### src/rtl/core/cnnsi_pkg.sv
// ----------------------------------------------------------------------------
// cnnsi_pkg - shape inference shared types
// Dimension widths, layer codes, status codes, queue entry and result records.
// ----------------------------------------------------------------------------
package cnnsi_pkg;

    localparam int DIM_BITS   = 16;
    localparam int NUM_W      = DIM_BITS + 1;
    localparam int PROD_W     = 2 * DIM_BITS;
    localparam int FIELD_W    = 4;
    localparam int REG_W      = 16;
    localparam int CFG_IDX_W  = 2;
    localparam int QDEPTH     = 2;
    localparam int QPTR_W     = $clog2(QDEPTH);
    localparam int QCNT_W     = $clog2(QDEPTH + 1);
    localparam int DCNT_W     = $clog2(NUM_W);

    localparam logic [DIM_BITS-1:0] DIM_MAX = '1;

    localparam logic [REG_W-1:0] RST_HEIGHT   = REG_W'(224);
    localparam logic [REG_W-1:0] RST_WIDTH    = REG_W'(224);
    localparam logic [REG_W-1:0] RST_CHANNELS = REG_W'(3);

    typedef enum logic [CFG_IDX_W-1:0] {
        CFG_HEIGHT   = 2'd0,
        CFG_WIDTH    = 2'd1,
        CFG_CHANNELS = 2'd2
    } cfg_idx_t;

    typedef enum logic [2:0] {
        OP_CONV    = 3'd0,
        OP_POOL    = 3'd1,
        OP_GAP     = 3'd2,
        OP_FLATTEN = 3'd3,
        OP_FC      = 3'd4,
        OP_KEEP    = 3'd5,
        OP_PROJ    = 3'd6,
        OP_SOFTMAX = 3'd7
    } op_t;

    typedef enum logic [1:0] {
        ST_OK        = 2'd0,
        ST_CLASS_ERR = 2'd1,
        ST_KERNEL    = 2'd2,
        ST_FLAT_SAT  = 2'd3
    } status_t;

    typedef struct packed {
        op_t                 op;
        logic                reload;
        logic [DIM_BITS-1:0] rel_h;
        logic [DIM_BITS-1:0] rel_w;
        logic [DIM_BITS-1:0] rel_c;
        logic [FIELD_W-1:0]  kernel;
        logic [FIELD_W-1:0]  pad;
        logic [FIELD_W-1:0]  stride;
        logic [DIM_BITS-1:0] oc;
    } cmd_t;

    typedef struct packed {
        logic             start;
        logic [NUM_W-1:0] num;
        logic [FIELD_W-1:0] den;
    } div_req_t;

    typedef struct packed {
        logic [DIM_BITS-1:0] in_h;
        logic [DIM_BITS-1:0] in_w;
        logic [DIM_BITS-1:0] in_c;
        logic                mult8;
        logic [DIM_BITS-1:0] out_h;
        logic [DIM_BITS-1:0] out_w;
        logic [DIM_BITS-1:0] out_c;
        status_t             status;
    } res_t;

endpackage

### src/rtl/core/cnn_layer_shape_inference_core.sv
// Conv, pool and projection take their height and width from the bit-serial divider,
// height then width (conv and pool skip it when the kernel does not fit); flatten
// uses up to two registered multiplies; the other layer types need neither.
// Throughput: one request in flight at execution; a two-entry queue takes more.
// Reset (async, active low): shape registers and running shape go to 224x224x3.
// ----------------------------------------------------------------------------
// cnn_layer_shape_inference_core - CNN layer shape inference
// Propagates an NHWC shape through a stream of layer descriptors.
// ----------------------------------------------------------------------------
module cnn_layer_shape_inference_core
(
    input  logic                                clk,
    input  logic                                rst_n,
    input  logic                                cfg_we,
    input  logic [cnnsi_pkg::CFG_IDX_W-1:0]     cfg_index,
    input  logic [cnnsi_pkg::REG_W-1:0]         cfg_data,
    input  logic                                s_tvalid,
    output logic                                s_tready,
    // kernel_size[3:0], padding[7:4], stride[11:8], out_channels[27:12]
    input  logic [31:0]                         s_tdata,
    // req_type[2:0], first_layer[3]
    input  logic [3:0]                          s_tuser,
    output logic                                m_tvalid,
    input  logic                                m_tready,
    // layer_in_height[15:0], layer_in_width[31:16], layer_in_channels[47:32],
    // channels_multiple_of_8[48], layer_out_height[64:49],
    // layer_out_width[80:65], layer_out_channels[96:81]
    output logic [103:0]                        m_tdata,
    // status[1:0]
    output logic [1:0]                          m_tuser
);

    logic                      q_full;
    logic                      q_empty;
    logic                      q_push;
    logic                      q_pop;
    cnnsi_pkg::cmd_t           q_wdata;
    cnnsi_pkg::cmd_t           q_rdata;
    cnnsi_pkg::div_req_t       div_req;
    logic                      div_done;
    logic [cnnsi_pkg::NUM_W-1:0] div_quo;
    cnnsi_pkg::res_t           res;

    cnnsi_front u_front
    (
        .clk          (clk),
        .rst_n        (rst_n),
        .cfg_we       (cfg_we),
        .cfg_index    (cfg_index),
        .cfg_data     (cfg_data),
        .req_valid    (s_tvalid),
        .req_ready    (s_tready),
        .req_type     (s_tuser[2:0]),
        .first_layer  (s_tuser[3]),
        .kernel_size  (s_tdata[3:0]),
        .padding      (s_tdata[7:4]),
        .stride       (s_tdata[11:8]),
        .out_channels (s_tdata[27:12]),
        .q_full       (q_full),
        .q_push       (q_push),
        .q_wdata      (q_wdata)
    );

    cnnsi_queue u_queue
    (
        .clk   (clk),
        .rst_n (rst_n),
        .push  (q_push),
        .wdata (q_wdata),
        .pop   (q_pop),
        .rdata (q_rdata),
        .empty (q_empty),
        .full  (q_full)
    );

    cnnsi_div u_div
    (
        .clk   (clk),
        .rst_n (rst_n),
        .req   (div_req),
        .done  (div_done),
        .quo   (div_quo)
    );

    cnnsi_back u_back
    (
        .clk       (clk),
        .rst_n     (rst_n),
        .q_empty   (q_empty),
        .q_rdata   (q_rdata),
        .q_pop     (q_pop),
        .div_req   (div_req),
        .div_done  (div_done),
        .div_quo   (div_quo),
        .res_valid (m_tvalid),
        .res_ready (m_tready),
        .res       (res)
    );

    assign m_tdata = {7'b0, res.out_c, res.out_w, res.out_h, res.mult8,
                      res.in_c, res.in_w, res.in_h};
    assign m_tuser = res.status;

endmodule

### src/rtl/core/cnnsi_front.sv
// ----------------------------------------------------------------------------
// cnnsi_front - request intake
// Holds the network input shape registers and turns each request into a
// queue entry with the reload shape attached and the stride cleaned up.
// ----------------------------------------------------------------------------
module cnnsi_front
(
    input  logic                                clk,
    input  logic                                rst_n,
    input  logic                                cfg_we,
    input  logic [cnnsi_pkg::CFG_IDX_W-1:0]     cfg_index,
    input  logic [cnnsi_pkg::REG_W-1:0]         cfg_data,
    input  logic                                req_valid,
    output logic                                req_ready,
    input  logic [2:0]                          req_type,
    input  logic                                first_layer,
    input  logic [cnnsi_pkg::FIELD_W-1:0]       kernel_size,
    input  logic [cnnsi_pkg::FIELD_W-1:0]       padding,
    input  logic [cnnsi_pkg::FIELD_W-1:0]       stride,
    input  logic [cnnsi_pkg::DIM_BITS-1:0]      out_channels,
    input  logic                                q_full,
    output logic                                q_push,
    output cnnsi_pkg::cmd_t                     q_wdata
);

    logic [cnnsi_pkg::REG_W-1:0] in_h_reg;
    logic [cnnsi_pkg::REG_W-1:0] in_w_reg;
    logic [cnnsi_pkg::REG_W-1:0] in_c_reg;

    always_ff @(posedge clk or negedge rst_n)
    begin
        if (!rst_n)
        begin
            in_h_reg <= cnnsi_pkg::RST_HEIGHT;
            in_w_reg <= cnnsi_pkg::RST_WIDTH;
            in_c_reg <= cnnsi_pkg::RST_CHANNELS;
        end
        else if (cfg_we)
        begin
            case (cnnsi_pkg::cfg_idx_t'(cfg_index))
                cnnsi_pkg::CFG_HEIGHT:   in_h_reg <= cfg_data;
                cnnsi_pkg::CFG_WIDTH:    in_w_reg <= cfg_data;
                cnnsi_pkg::CFG_CHANNELS: in_c_reg <= cfg_data;
                default: ;
            endcase
        end
    end

    assign req_ready = !q_full;
    assign q_push    = req_valid && !q_full;

    always_comb
    begin
        q_wdata.op     = cnnsi_pkg::op_t'(req_type);
        q_wdata.reload = first_layer;
        q_wdata.rel_h  = in_h_reg[cnnsi_pkg::DIM_BITS-1:0];
        q_wdata.rel_w  = in_w_reg[cnnsi_pkg::DIM_BITS-1:0];
        q_wdata.rel_c  = in_c_reg[cnnsi_pkg::DIM_BITS-1:0];
        q_wdata.kernel = kernel_size;
        q_wdata.pad    = padding;
        // zero stride behaves as one
        q_wdata.stride = (stride == '0) ? cnnsi_pkg::FIELD_W'(1) : stride;
        q_wdata.oc     = out_channels;
    end

endmodule

### src/rtl/core/cnnsi_queue.sv
// ----------------------------------------------------------------------------
// cnnsi_queue - command queue
// Short register queue between intake and execution.
// ----------------------------------------------------------------------------
module cnnsi_queue
(
    input  logic             clk,
    input  logic             rst_n,
    input  logic             push,
    input  cnnsi_pkg::cmd_t  wdata,
    input  logic             pop,
    output cnnsi_pkg::cmd_t  rdata,
    output logic             empty,
    output logic             full
);

    cnnsi_pkg::cmd_t                   mem_reg [cnnsi_pkg::QDEPTH];
    logic [cnnsi_pkg::QPTR_W-1:0]      wptr_reg;
    logic [cnnsi_pkg::QPTR_W-1:0]      rptr_reg;
    logic [cnnsi_pkg::QCNT_W-1:0]      cnt_reg;

    assign empty = (cnt_reg == '0);
    assign full  = (cnt_reg == cnnsi_pkg::QCNT_W'(cnnsi_pkg::QDEPTH));
    assign rdata = mem_reg[rptr_reg];

    always_ff @(posedge clk)
    begin
        if (push)
        begin
            mem_reg[wptr_reg] <= wdata;
        end
    end

    always_ff @(posedge clk or negedge rst_n)
    begin
        if (!rst_n)
        begin
            wptr_reg <= '0;
            rptr_reg <= '0;
            cnt_reg  <= '0;
        end
        else
        begin
            if (push)
            begin
                wptr_reg <= (wptr_reg == cnnsi_pkg::QPTR_W'(cnnsi_pkg::QDEPTH - 1))
                            ? '0 : wptr_reg + 1'b1;
            end
            if (pop)
            begin
                rptr_reg <= (rptr_reg == cnnsi_pkg::QPTR_W'(cnnsi_pkg::QDEPTH - 1))
                            ? '0 : rptr_reg + 1'b1;
            end
            if (push && !pop)
            begin
                cnt_reg <= cnt_reg + 1'b1;
            end
            else if (pop && !push)
            begin
                cnt_reg <= cnt_reg - 1'b1;
            end
        end
    end

endmodule

### src/rtl/core/cnnsi_div.sv
// ----------------------------------------------------------------------------
// cnnsi_div - bit-serial divider
// Restoring division of a dimension numerator by the stride, one quotient
// bit per cycle.
// ----------------------------------------------------------------------------
module cnnsi_div
(
    input  logic                             clk,
    input  logic                             rst_n,
    input  cnnsi_pkg::div_req_t              req,
    output logic                             done,
    output logic [cnnsi_pkg::NUM_W-1:0]      quo
);

    logic [cnnsi_pkg::NUM_W-1:0]    num_reg;
    logic [cnnsi_pkg::NUM_W-1:0]    quo_reg;
    logic [cnnsi_pkg::FIELD_W-1:0]  den_reg;
    logic [cnnsi_pkg::FIELD_W-1:0]  rem_reg;
    logic [cnnsi_pkg::DCNT_W-1:0]   cnt_reg;
    logic                           busy_reg;
    logic                           done_reg;

    logic [cnnsi_pkg::FIELD_W:0]    trial;
    logic [cnnsi_pkg::FIELD_W:0]    diff;
    logic                           qbit;
    logic [cnnsi_pkg::FIELD_W-1:0]  rem_next;

    always_comb
    begin
        trial    = {rem_reg, num_reg[cnnsi_pkg::NUM_W-1]};
        qbit     = (trial >= {1'b0, den_reg});
        diff     = trial - {1'b0, den_reg};
        rem_next = qbit ? diff[cnnsi_pkg::FIELD_W-1:0] : trial[cnnsi_pkg::FIELD_W-1:0];
    end

    always_ff @(posedge clk)
    begin
        if (req.start)
        begin
            num_reg <= req.num;
            den_reg <= req.den;
            rem_reg <= '0;
        end
        else if (busy_reg)
        begin
            num_reg <= {num_reg[cnnsi_pkg::NUM_W-2:0], 1'b0};
            rem_reg <= rem_next;
            quo_reg <= {quo_reg[cnnsi_pkg::NUM_W-2:0], qbit};
        end
    end

    always_ff @(posedge clk or negedge rst_n)
    begin
        if (!rst_n)
        begin
            busy_reg <= 1'b0;
            done_reg <= 1'b0;
            cnt_reg  <= '0;
        end
        else if (req.start)
        begin
            busy_reg <= 1'b1;
            done_reg <= 1'b0;
            cnt_reg  <= cnnsi_pkg::DCNT_W'(cnnsi_pkg::NUM_W - 1);
        end
        else if (busy_reg)
        begin
            if (cnt_reg == '0)
            begin
                busy_reg <= 1'b0;
                done_reg <= 1'b1;
            end
            else
            begin
                cnt_reg <= cnt_reg - 1'b1;
            end
        end
        else
        begin
            done_reg <= 1'b0;
        end
    end

    assign done = done_reg;
    assign quo  = quo_reg;

endmodule

### src/rtl/core/cnnsi_back.sv
// ----------------------------------------------------------------------------
// cnnsi_back - layer execution
// Keeps the running shape, works out each layer's output shape with the
// shared divider and a registered multiplier, and holds the result register.
// ----------------------------------------------------------------------------
module cnnsi_back
(
    input  logic                              clk,
    input  logic                              rst_n,
    input  logic                              q_empty,
    input  cnnsi_pkg::cmd_t                   q_rdata,
    output logic                              q_pop,
    output cnnsi_pkg::div_req_t               div_req,
    input  logic                              div_done,
    input  logic [cnnsi_pkg::NUM_W-1:0]       div_quo,
    output logic                              res_valid,
    input  logic                              res_ready,
    output cnnsi_pkg::res_t                   res
);

    typedef enum logic [6:0] {
        S_IDLE = 7'b0000001,
        S_EXEC = 7'b0000010,
        S_DIVH = 7'b0000100,
        S_DIVW = 7'b0001000,
        S_MULA = 7'b0010000,
        S_MULB = 7'b0100000,
        S_FIN  = 7'b1000000
    } state_t;

    state_t                              state_reg;
    state_t                              state_next;
    cnnsi_pkg::cmd_t                     cmd_reg;
    logic [cnnsi_pkg::DIM_BITS-1:0]      cur_h_reg;
    logic [cnnsi_pkg::DIM_BITS-1:0]      cur_w_reg;
    logic [cnnsi_pkg::DIM_BITS-1:0]      cur_c_reg;
    logic [cnnsi_pkg::DIM_BITS-1:0]      h_reg;
    logic [cnnsi_pkg::DIM_BITS-1:0]      w_reg;
    logic [cnnsi_pkg::DIM_BITS-1:0]      c_reg;
    logic [cnnsi_pkg::DIM_BITS-1:0]      nh_reg;
    logic [cnnsi_pkg::DIM_BITS-1:0]      nw_reg;
    logic [cnnsi_pkg::DIM_BITS-1:0]      nc_reg;
    cnnsi_pkg::status_t                  status_reg;
    logic [cnnsi_pkg::PROD_W-1:0]        prod_reg;
    logic                                res_valid_reg;
    cnnsi_pkg::res_t                     res_reg;

    logic [cnnsi_pkg::NUM_W-1:0]         span_h;
    logic [cnnsi_pkg::NUM_W-1:0]         span_w;
    logic                                too_big;
    logic                                is_proj;
    logic [cnnsi_pkg::NUM_W-1:0]         num_h;
    logic [cnnsi_pkg::NUM_W-1:0]         num_w;
    logic [cnnsi_pkg::DIM_BITS-1:0]      div_dim;
    logic                                res_load;

    function automatic logic [cnnsi_pkg::DIM_BITS-1:0] sat_inc
        (input logic [cnnsi_pkg::NUM_W-1:0] q);
        logic [cnnsi_pkg::NUM_W:0] s;
        begin
            s = {1'b0, q} + 1'b1;
            sat_inc = (s > {2'b00, cnnsi_pkg::DIM_MAX}) ? cnnsi_pkg::DIM_MAX
                                                        : s[cnnsi_pkg::DIM_BITS-1:0];
        end
    endfunction

    always_comb
    begin
        span_h  = {1'b0, h_reg} + cnnsi_pkg::NUM_W'({cmd_reg.pad, 1'b0});
        span_w  = {1'b0, w_reg} + cnnsi_pkg::NUM_W'({cmd_reg.pad, 1'b0});
        too_big = (cnnsi_pkg::NUM_W'(cmd_reg.kernel) > span_h)
               || (cnnsi_pkg::NUM_W'(cmd_reg.kernel) > span_w);
        is_proj = (cmd_reg.op == cnnsi_pkg::OP_PROJ);
        num_h   = is_proj ? ({1'b0, h_reg} - 1'b1)
                          : (span_h - cnnsi_pkg::NUM_W'(cmd_reg.kernel));
        num_w   = is_proj ? ({1'b0, w_reg} - 1'b1)
                          : (span_w - cnnsi_pkg::NUM_W'(cmd_reg.kernel));
        div_dim = (state_reg == S_DIVH) ? h_reg : w_reg;
    end

    always_comb
    begin
        state_next    = state_reg;
        div_req.start = 1'b0;
        div_req.num   = num_h;
        div_req.den   = cmd_reg.stride;
        unique case (state_reg)
            S_IDLE:
            begin
                if (!q_empty)
                begin
                    state_next = S_EXEC;
                end
            end
            S_EXEC:
            begin
                unique case (cmd_reg.op)
                    cnnsi_pkg::OP_CONV, cnnsi_pkg::OP_POOL:
                    begin
                        if (too_big)
                        begin
                            state_next = S_FIN;
                        end
                        else
                        begin
                            div_req.start = 1'b1;
                            state_next    = S_DIVH;
                        end
                    end
                    cnnsi_pkg::OP_PROJ:
                    begin
                        div_req.start = 1'b1;
                        state_next    = S_DIVH;
                    end
                    cnnsi_pkg::OP_FLATTEN: state_next = S_MULA;
                    default:               state_next = S_FIN;
                endcase
            end
            S_DIVH:
            begin
                if (div_done)
                begin
                    div_req.start = 1'b1;
                    div_req.num   = num_w;
                    state_next    = S_DIVW;
                end
            end
            S_DIVW:
            begin
                if (div_done)
                begin
                    state_next = S_FIN;
                end
            end
            S_MULA:
            begin
                state_next = (prod_reg[cnnsi_pkg::PROD_W-1:cnnsi_pkg::DIM_BITS] != '0)
                             ? S_FIN : S_MULB;
            end
            S_MULB:
            begin
                state_next = S_FIN;
            end
            S_FIN:
            begin
                if (res_load)
                begin
                    state_next = S_IDLE;
                end
            end
            default:
            begin
                state_next = S_IDLE;
            end
        endcase
    end

    assign q_pop    = (state_reg == S_IDLE) && !q_empty;
    assign res_load = (state_reg == S_FIN) && (!res_valid_reg || res_ready);

    always_ff @(posedge clk or negedge rst_n)
    begin
        if (!rst_n)
        begin
            state_reg     <= S_IDLE;
            res_valid_reg <= 1'b0;
            cur_h_reg     <= cnnsi_pkg::RST_HEIGHT[cnnsi_pkg::DIM_BITS-1:0];
            cur_w_reg     <= cnnsi_pkg::RST_WIDTH[cnnsi_pkg::DIM_BITS-1:0];
            cur_c_reg     <= cnnsi_pkg::RST_CHANNELS[cnnsi_pkg::DIM_BITS-1:0];
        end
        else
        begin
            state_reg <= state_next;
            if (res_load)
            begin
                res_valid_reg <= 1'b1;
                cur_h_reg     <= nh_reg;
                cur_w_reg     <= nw_reg;
                cur_c_reg     <= nc_reg;
            end
            else if (res_ready)
            begin
                res_valid_reg <= 1'b0;
            end
        end
    end

    always_ff @(posedge clk)
    begin
        if (q_pop)
        begin
            cmd_reg <= q_rdata;
            h_reg   <= q_rdata.reload ? q_rdata.rel_h : cur_h_reg;
            w_reg   <= q_rdata.reload ? q_rdata.rel_w : cur_w_reg;
            c_reg   <= q_rdata.reload ? q_rdata.rel_c : cur_c_reg;
        end

        unique case (state_reg)
            S_EXEC:
            begin
                nh_reg     <= h_reg;
                nw_reg     <= w_reg;
                nc_reg     <= c_reg;
                status_reg <= cnnsi_pkg::ST_OK;
                prod_reg   <= h_reg * w_reg;
                case (cmd_reg.op)
                    cnnsi_pkg::OP_CONV:
                    begin
                        if (too_big)
                        begin
                            status_reg <= cnnsi_pkg::ST_KERNEL;
                        end
                        else
                        begin
                            nc_reg <= cmd_reg.oc;
                        end
                    end
                    cnnsi_pkg::OP_POOL:
                    begin
                        if (too_big)
                        begin
                            status_reg <= cnnsi_pkg::ST_KERNEL;
                        end
                    end
                    cnnsi_pkg::OP_GAP, cnnsi_pkg::OP_FLATTEN:
                    begin
                        nh_reg <= cnnsi_pkg::DIM_BITS'(1);
                        nw_reg <= cnnsi_pkg::DIM_BITS'(1);
                    end
                    cnnsi_pkg::OP_FC:
                    begin
                        nh_reg <= cnnsi_pkg::DIM_BITS'(1);
                        nw_reg <= cnnsi_pkg::DIM_BITS'(1);
                        nc_reg <= cmd_reg.oc;
                    end
                    cnnsi_pkg::OP_PROJ:
                    begin
                        nc_reg <= cmd_reg.oc;
                    end
                    cnnsi_pkg::OP_SOFTMAX:
                    begin
                        if (c_reg != cmd_reg.oc)
                        begin
                            status_reg <= cnnsi_pkg::ST_CLASS_ERR;
                        end
                    end
                    default: ;
                endcase
            end
            S_DIVH, S_DIVW:
            begin
                if (div_done)
                begin
                    // projection of an empty dimension stays empty
                    if (state_reg == S_DIVH)
                    begin
                        nh_reg <= (is_proj && div_dim == '0) ? '0 : sat_inc(div_quo);
                    end
                    else
                    begin
                        nw_reg <= (is_proj && div_dim == '0) ? '0 : sat_inc(div_quo);
                    end
                end
            end
            S_MULA:
            begin
                if (prod_reg[cnnsi_pkg::PROD_W-1:cnnsi_pkg::DIM_BITS] != '0)
                begin
                    nc_reg     <= cnnsi_pkg::DIM_MAX;
                    status_reg <= cnnsi_pkg::ST_FLAT_SAT;
                end
                else
                begin
                    prod_reg <= prod_reg[cnnsi_pkg::DIM_BITS-1:0] * c_reg;
                end
            end
            S_MULB:
            begin
                if (prod_reg[cnnsi_pkg::PROD_W-1:cnnsi_pkg::DIM_BITS] != '0)
                begin
                    nc_reg     <= cnnsi_pkg::DIM_MAX;
                    status_reg <= cnnsi_pkg::ST_FLAT_SAT;
                end
                else
                begin
                    nc_reg <= prod_reg[cnnsi_pkg::DIM_BITS-1:0];
                end
            end
            default: ;
        endcase

        if (res_load)
        begin
            res_reg.in_h   <= h_reg;
            res_reg.in_w   <= w_reg;
            res_reg.in_c   <= c_reg;
            res_reg.mult8  <= (c_reg[2:0] == 3'b000);
            res_reg.out_h  <= nh_reg;
            res_reg.out_w  <= nw_reg;
            res_reg.out_c  <= nc_reg;
            res_reg.status <= status_reg;
        end
    end

    assign res_valid = res_valid_reg;
    assign res       = res_reg;

endmodule

### config.mk
export PLATFORM = sky130hd
export DESIGN_NAME = cnn_layer_shape_inference_core
export DESIGN_NICKNAME = d
export VERILOG_FILES = /design/src/rtl/core/cnnsi_pkg.sv /design/src/rtl/core/cnn_layer_shape_inference_core.sv /design/src/rtl/core/cnnsi_front.sv /design/src/rtl/core/cnnsi_queue.sv /design/src/rtl/core/cnnsi_div.sv /design/src/rtl/core/cnnsi_back.sv
export SDC_FILE = /design/constraint.sdc
export NUM_CORES = 2
export LEC_CHECK = 0
export CORE_MARGIN = 2
export CORE_UTILIZATION = 40
export DETAILED_ROUTE_END_ITERATION = 8
export DONT_BUFFER_PORTS = 1
export HOLD_SLACK_MARGIN = 0.02
export MAX_ROUTING_LAYER = met4
export SYNTH_ARGS = -nofsm -noshare
export SYNTH_HDL_FRONTEND = slang
export SYNTH_SLANG_ARGS = --single-unit
### constraint.sdc
create_clock -name clk -period 19.03 [get_ports clk]
set_input_delay 3.806 -clock clk [delete_from_list [all_inputs] [get_ports clk]]
set_output_delay 3.806 -clock clk [all_outputs]
set_load 0.01 [all_outputs]
=== After elaboration in Yosys (flattened, before gate mapping) ===
Memory sizes are Yosys's and may differ from the RTL's.
Index checks and enable logic that the tools add are counted.

* Output and inout port bits: 108
* Bits in writable memories: 160
* Word-level logic and storage cells: 195
* Latch bits: 0
* Bits in read-only memories: 0
* Flip-flop bits (word level): 417
* Memories: 1
* Input port bits: 59

* Bitwise logic cells: 1
* Eq/ne operators: 29
* Magnitude comparators: 4
* Divide/modulo/power cells: 0
* Multiply operators: 2
* Reductions and logical operators: 44
* Multiplexer cells: 62
* $add $sub $neg: 13
* Shift operators: 0

{| class="wikitable"
|+ Memory list
! memory !! words !! bits a word !! rd ports !! clocked after memory_dff !! wr ports !! RTL line !! source
|-
| u_queue.mem_reg || 2 || 80 || 1 || 0 || 1 || cnnsi_queue.sv:17 || <nowiki>cnnsi_pkg::cmd_t mem_reg [cnnsi_pkg::QDEPTH];</nowiki>
|}

{| class="wikitable"
|+ Operators with widths
! operator !! number
|-
| 16-bit 2-to-1 mux || 15
|-
| 16-bit case mux with 2 select lines || 3
|-
| 17-bit 2-to-1 mux || 5
|-
| 16-bit by 16-bit multiplier with 32-bit output || 2
|-
| 32-bit case mux with 2 select lines || 1
|-
| 7-bit case mux with 7 select lines || 1
|-
| 16-bit case mux with 3 select lines || 1
|-
| 7-bit 2-to-1 mux || 6
|-
| 16-bit by 5-bit adder with 17-bit output || 2
|-
| 4-bit by 17-bit > comparator with 1-bit output || 2
|-
| 16-bit by 1-bit subtractor with 17-bit output, second input constant || 2
|-
| 17-bit by 4-bit subtractor with 17-bit output || 2
|-
| 32-bit 2-to-1 mux || 1
|-
| 7-bit case mux with 3 select lines || 1
|-
| 17-bit by 1-bit adder with 18-bit output, second input constant || 1
|-
| 18-bit by 16-bit > comparator with 1-bit output, second input constant || 1
|-
| 18-bit 2-to-1 mux || 1
|-
| 16-bit logical NOT || 1
|-
| 16-bit inequality test || 1
|-
| 2-bit AND reduction || 8
|-
| 16-bit nonzero test || 1
|-
| 5-bit 2-to-1 mux || 3
|-
| 1-bit 2-to-1 mux || 14
|-
| 2-bit inequality test, second input constant || 7
|-
| 38 further kinds || 73
|}

=== Longest topological paths before layout ===
* Depth in word-level cells: 8
* Gate-level depth with buffers: 26
* Mapped depth without buffers: 22

=== Cells and area by module ===
From an unflattened synthesis, not the netlist that was laid out.

* Cell total of the unflattened synthesis: 3820
* Area, all modules: 42529.5 um^2

{| class="wikitable"
|+ By module, submodules not included
! module !! instances !! seq. area each (um^2) !! cells an instance !! area each (um^2)
|-
| cnnsi_back || 1 || 9220.1 || 3278 || 32037.0
|-
| cnnsi_queue || 1 || 4904.7 || 265 || 6359.8
|-
| cnnsi_front || 1 || 1211.2 || 137 || 2068.2
|-
| cnnsi_div || 1 || 1396.3 || 132 || 2008.2
|-
| cnn_layer_shape_inference_core || 1 || 0.0 || 8 || 56.3
|}

=== Worst setup path after synthesis ===
OpenSTA, ideal clock, no wires.

* Path kind: input to register
* From: input port m_tready
* To: register u_back.cur_w_reg[10] (netlist name)
* Library setup time: 0.135 ns
* Path buffers: 2
* Arrival: 7.893 ns
* Path slack: 11.003 ns
* Data required time: 18.895 ns
* Cell stages on the path: 5
* Cells stage by stage: inv_1 a21oi_1 clkbuf_1 buf_1 mux2_2

* Word-level cells in the longest chain between the ends: 2

{| class="wikitable"
|+ Ends and longest elaborated chain
! element !! RTL line !! source
|-
| start, declared || cnn_layer_shape_inference_core.sv:24 || <nowiki>input logic m_tready,</nowiki>
|-
| 1-bit logical OR || cnnsi_back.sv:159 || <nowiki>assign res_load = (state_reg == S_FIN) && (!res_valid_reg || res_ready);</nowiki>
|-
| 1-bit logical AND || cnnsi_back.sv:159 ||
|-
| named net u_back.res_load || cnnsi_back.sv:55 || <nowiki>logic res_load;</nowiki>
|-
| end signal, assigned || cnnsi_back.sv:168 || <nowiki>cur_w_reg <= cnnsi_pkg::RST_WIDTH[cnnsi_pkg::DIM_BITS-1:0];</nowiki>
|-
| end signal, assigned || cnnsi_back.sv:178 || <nowiki>cur_w_reg <= nw_reg;</nowiki>
|-
| end, declared || cnnsi_back.sv:35 || <nowiki>logic [cnnsi_pkg::DIM_BITS-1:0] cur_w_reg;</nowiki>
|}

The timed path passes the listed nets, and every way through them passes these cells.
A chain may end at the register's enable or synchronous reset.

=== Worst setup path after layout ===
* From: register u_back.c_reg[7] (netlist name)
* To: register u_back.prod_reg[31] (netlist name), data pin

* Word-level cells in the longest chain between the ends: 3

{| class="wikitable"
|+ Ends and longest elaborated chain
! element !! RTL line !! source
|-
| start, declared || cnnsi_back.sv:39 || <nowiki>logic [cnnsi_pkg::DIM_BITS-1:0] c_reg;</nowiki>
|-
| start signal, assigned || cnnsi_back.sv:195 || <nowiki>c_reg <= q_rdata.reload ? q_rdata.rel_c : cur_c_reg;</nowiki>
|-
| 16-bit by 16-bit multiplier with 32-bit output || cnnsi_back.sv:274 || <nowiki>prod_reg <= prod_reg[cnnsi_pkg::DIM_BITS-1:0] * c_reg;</nowiki>
|-
| 32-bit 2-to-1 mux || cnnsi_back.sv:267 || <nowiki>if (prod_reg[cnnsi_pkg::PROD_W-1:cnnsi_pkg::DIM_BITS] != '0)</nowiki>
|-
| 32-bit case mux with 2 select lines || cnnsi_back.sv:198 || <nowiki>unique case (state_reg)</nowiki>
|-
| end signal, assigned || cnnsi_back.sv:205 || <nowiki>prod_reg <= h_reg * w_reg;</nowiki>
|-
| end signal, assigned || cnnsi_back.sv:274 ||
|-
| end, declared || cnnsi_back.sv:44 || <nowiki>logic [cnnsi_pkg::PROD_W-1:0] prod_reg;</nowiki>
|}

No other way between the ends. The select of a mux whose other input is x is not followed.

==> results.md <==
Outcome:
- The run finished with clean final reports.

Synth:
- For this run, asynchronously set or reset flops after synthesis account for between 10% and 20%.
- The part of the Yosys area used for sequential elements is between 40% and 50%.
- The adder-cell share of the synthesized area is approximately a quarter.
- Summing the areas of all compound-gate instances in the mapped netlist gives under 10% of the synthesized area.
- The count of cell types in the netlist is 90.
- The largest total area in the synthesized netlist belongs to edfxtp_1.
- Averaged over all synthesized cells, the footprint is approximately 11 um^2.
- The top-area cell type share of the netlist area is between 30% and 40%.
- Measured against the total synthesized area, the mux share comes to about 5.6%.
- The combined area of all synthesized cells is around 41000 um^2.
- Of the total synthesized cell area, the portion taken by XOR and XNOR cells is between 2 and 3%.
- The flop and latch count out of synthesis is approximately 580.
- The most frequently used flop master after synthesis is edfxtp_1.
- During synthesis, Yosys emitted a total of 0 warnings.
- The post-synthesis simple-gate area fraction is 12.0%.
- By area the synthesized netlist is led by edfxtp_1 (33%), fa_1 (19%), ha_1 (7.1%), dfrtp_1 (5.9%), inv_1 (4.4%).
- Counting flops with a built-in enable in the synthesized netlist gives between 400 and 500.
- After synthesis, the largest family of logic cells by area is adder cells.
- The number of instances in the synthesized netlist is around 3700.

GRT:
- For this run, the total global-route usage over all layers was measured as a little over a fifth.
- The number of global-route vias before repair is between 20000 and 30000.
- The initial antenna violation count is 3.
- Summed over all layers, the global routing overflow is 0.
- The first global-routing pass estimated roughly 170 mm of wire.
- The pin count of the biggest net entering global routing is ~120.

Detailed routing:
- The detail route stage leaves a number of antenna-violating nets equal to 0.
- The DRC violation total after the first TritonRoute iteration is slightly above 2000.
- After detailed routing, the number of remaining DRC violations is 0.
- After detailed routing, the number of vias per cell comes to ~5.3.
- After detailed routing, the total wire length is 109 mm.
- The average wire per standard cell is roughly 21 um.
- Summing over every cut layer, the via total after detailed routing is 26800.
- The first detailed-routing pass ran for 5 iterations.

Cells and area:
- For this run, the post-layout net count is 4319.
- The post-route netlist has under 10% of its cells at a drive strength greater than 1.
- The growth of design area from synthesis to finish is 8.68%.
- The register with the most flip-flops in the layout has 160 of them.

STA:
- The normalized max-slew margin is 23.4%.
- The number of slew-limit violations in the final report was 0.
- Setup total negative slack on the finished layout was measured at 0 ns.
- Setup repair after global routing left no endpoint under its margin.
- At the pin with the least slew margin, the transition time is approximately 1.1 ns.
- Between clock sinks in the finished design, the worst skew comes to approximately 0.077 ns.
- The highest achievable clock rate is around 130 MHz.
- The number of setup violations in the final report is 0.
- The share of the clock period used by the worst path after layout is between 30% and 40%.
- The routed design could run at a clock period as short as 7.50 ns.
- The count of endpoints failing hold in the final timing report is 0.

CTS:
- The cell at the root of the clock tree is clkbuf_16.
- The number of instances resized during post-cts repair is 0.
- The setup fix buffers added after clock tree synthesis is 0.
- After clock tree synthesis, the clock-pin slew on the worst setup and hold paths is about 0.06 ns.
- The number of buffers inserted during clock tree synthesis is a little under 60.
- The later pin in the worst-skew pair is clocked with a latency of 0.67 ns.
- The H-tree was split into 2 levels.
- TritonCTS built the clock tree.
- Hold repair after CTS inserted 0 buffers.
- The maximum number of buffers from clock root to sink is 3.
- CTS saw 577 sinks.

Setup path:
- The critical path in this run is classified as reg -> reg.
- The launch instance of the worst register-to-register path is u_back.c_reg[7].
- The capture point of the worst reg-to-reg path is u_back.prod_reg[31].
- Of all nets on the critical path, the largest fanout is 19.
- The worst setup path is captured at a register.
- The sort of element at the start of the critical path is a register.
- At the worst endpoint, the required time is roughly 19 ns.
- The worst endpoint data arrival time is just under 8 ns.
- The critical path starts at u_back.c_reg[7].
- The number of cells on the worst reg-to-reg path is 22.
- The setup check on the worst reg-to-reg path leaves a slack of 11.53 ns.

Min path:
- The number of stages on the worst hold path is 0.
- The tightest min-delay check is of the reg -> reg type.
- For hold timing, the worst endpoint is u_div.den_reg[1].
- The worst hold path startpoint is u_back.div_req[1].

Die:
- The core footprint is approximately 100000 um^2.
- The die outline area is between 100000 and 150000 um^2.
- In this run the vertical extent of the chip is about 330 um.
- The placement row count is ~120.
- The die extent in x is between 300 and 400 um.
- 167 I/O pins were placed.
- Once the floorplan was initialized, standard cells occupied around 40% of the core.

Placed design:
- The number of buffer cells added on primary ports is 0.
- At the end of routability-driven placement, the weighted congestion stood at 0.870.
- The post-DP HPWL is between 70 and 80 mm.

Run:
- Across the run, the number of max-cap violations was 0.
-- critical path, stage by stage, from the launching register on --
cell and delay (ns):
edfxtp_1 0.98, nand2_1 0.18, fa_1 0.57, inv_1 0.05, fa_1 0.49, inv_1 0.05
fa_1 0.54, inv_1 0.06, fa_1 0.49, fa_1 0.52, inv_1 0.05, fa_1 0.47
inv_1 0.07, ha_1 0.36, a21oi_1 0.20, o21bai_1 0.11, or4b_2 0.62, a31oi_1 0.25
a21oi_1 0.15, o32ai_1 0.44, o21ai_0 0.19, xnor2_1 0.26, mux2i_1 0.11
-- worst max-delay path by stage --
stage / end / slack, ns / cells past startpoint
2_1_floorplan: u_back.cur_w_reg[10] / 11.00 / 5
3_3_place_gp: u_back.prod_reg[31] / 11.55 / 22
3_5_place_dp: u_back.prod_reg[31] / 11.53 / 22
4_1_cts: u_back.prod_reg[31] / 11.50 / 22
5_1_grt: u_back.prod_reg[31] / 11.14 / 22
6_report: u_back.prod_reg[31] / 11.53 / 22
-- cell families (layout without fill, tap and decap cells) --
logic type,count (synthesis),count (layout)
mux,215,215
other cells,1,11
xor+xnor,139,139
buf+inv,686,661
compound gates,438,438
simple gates,1017,1017
fa+ha+maj,628,628
flops,577,577
-- cell usage in the layout, fill, tap and decap left out, drive strengths merged, types with 66 or more instances in the layout --
cell type and n:
a21oi 101, xnor2 90, inv 486, mux2 132, edfxtp 458, dfrtp 98, and2 237, fa 393
nor2 132, buf 66, ha 235, clkbuf 74, mux2i 83, nand2 441, o21ai 114
-- cell usage after synthesis (6+ instances only) --
master      n
mux2_2    130
clkbuf_1  167
nor2_1    131
o211ai_1   25
a211o_1    12
nand4_1    20
or4_1       7
xor2_1     49
o21a_1     12
a21boi_1   13
nand2_1   441
or2_2       6
edfxtp_1  458
xnor2_1    90
a21oi_1   100
and2_1    236
nor2b_1     7
dfrtp_1    98
a21o_1     60
nand2b_1   13
mux2i_1    83
nor3_1     33
buf_2       7
nand3_1    34
buf_4       8
fa_1      393
or3_1      17
o22ai_1    12
and3_1     20
o21ai_0   109
inv_1     484
dfstp_2    17
buf_1      16
a31oi_1    17
nor4_1     17
a211oi_1   12
o31ai_1     9
ha_1      235
-- cell type report --
cell class | instances | area, um^2
antenna | 4 | 10.0
sequential | 577 | 16700
fill | 9629 | 58100
inverter | 485 | 1820
timing repair buffer | 66 | 495
clock buffer | 74 | 1550
tap | 1380 | 1730
multi-input combinational | 2444 | 22200
clock inverter | 36 | 557
-- stage by stage --
stage          util [%]  instance area, um^2  hold WS (ns)  setup WS, ns  cells
6_report           43.7                45100         0.425         11.53   5066
5_1_grt            43.7                45100         0.440         11.14   5064
4_1_cts            43.7                45100         0.430         11.50   5062
3_5_place_dp       41.6                43000         0.415         11.53   4952
3_3_place_gp       41.6                43000         0.408         11.55   4952
2_1_floorplan         -                41500         0.400         11.00   3707
-- metal layers --
metal	GRT usage, %	routed length [um]	vias to the layer above
li1	-	-	12200
met1	28.3	47800	13700
met2	32.9	51000	739
met3	3.11	6320	145
met4	6.32	3470	0
met5	-	0	-
Power is left out: the tool's default activity adds up to more than one toggle a clock period on the data nets, which glitch-free logic cannot reach.
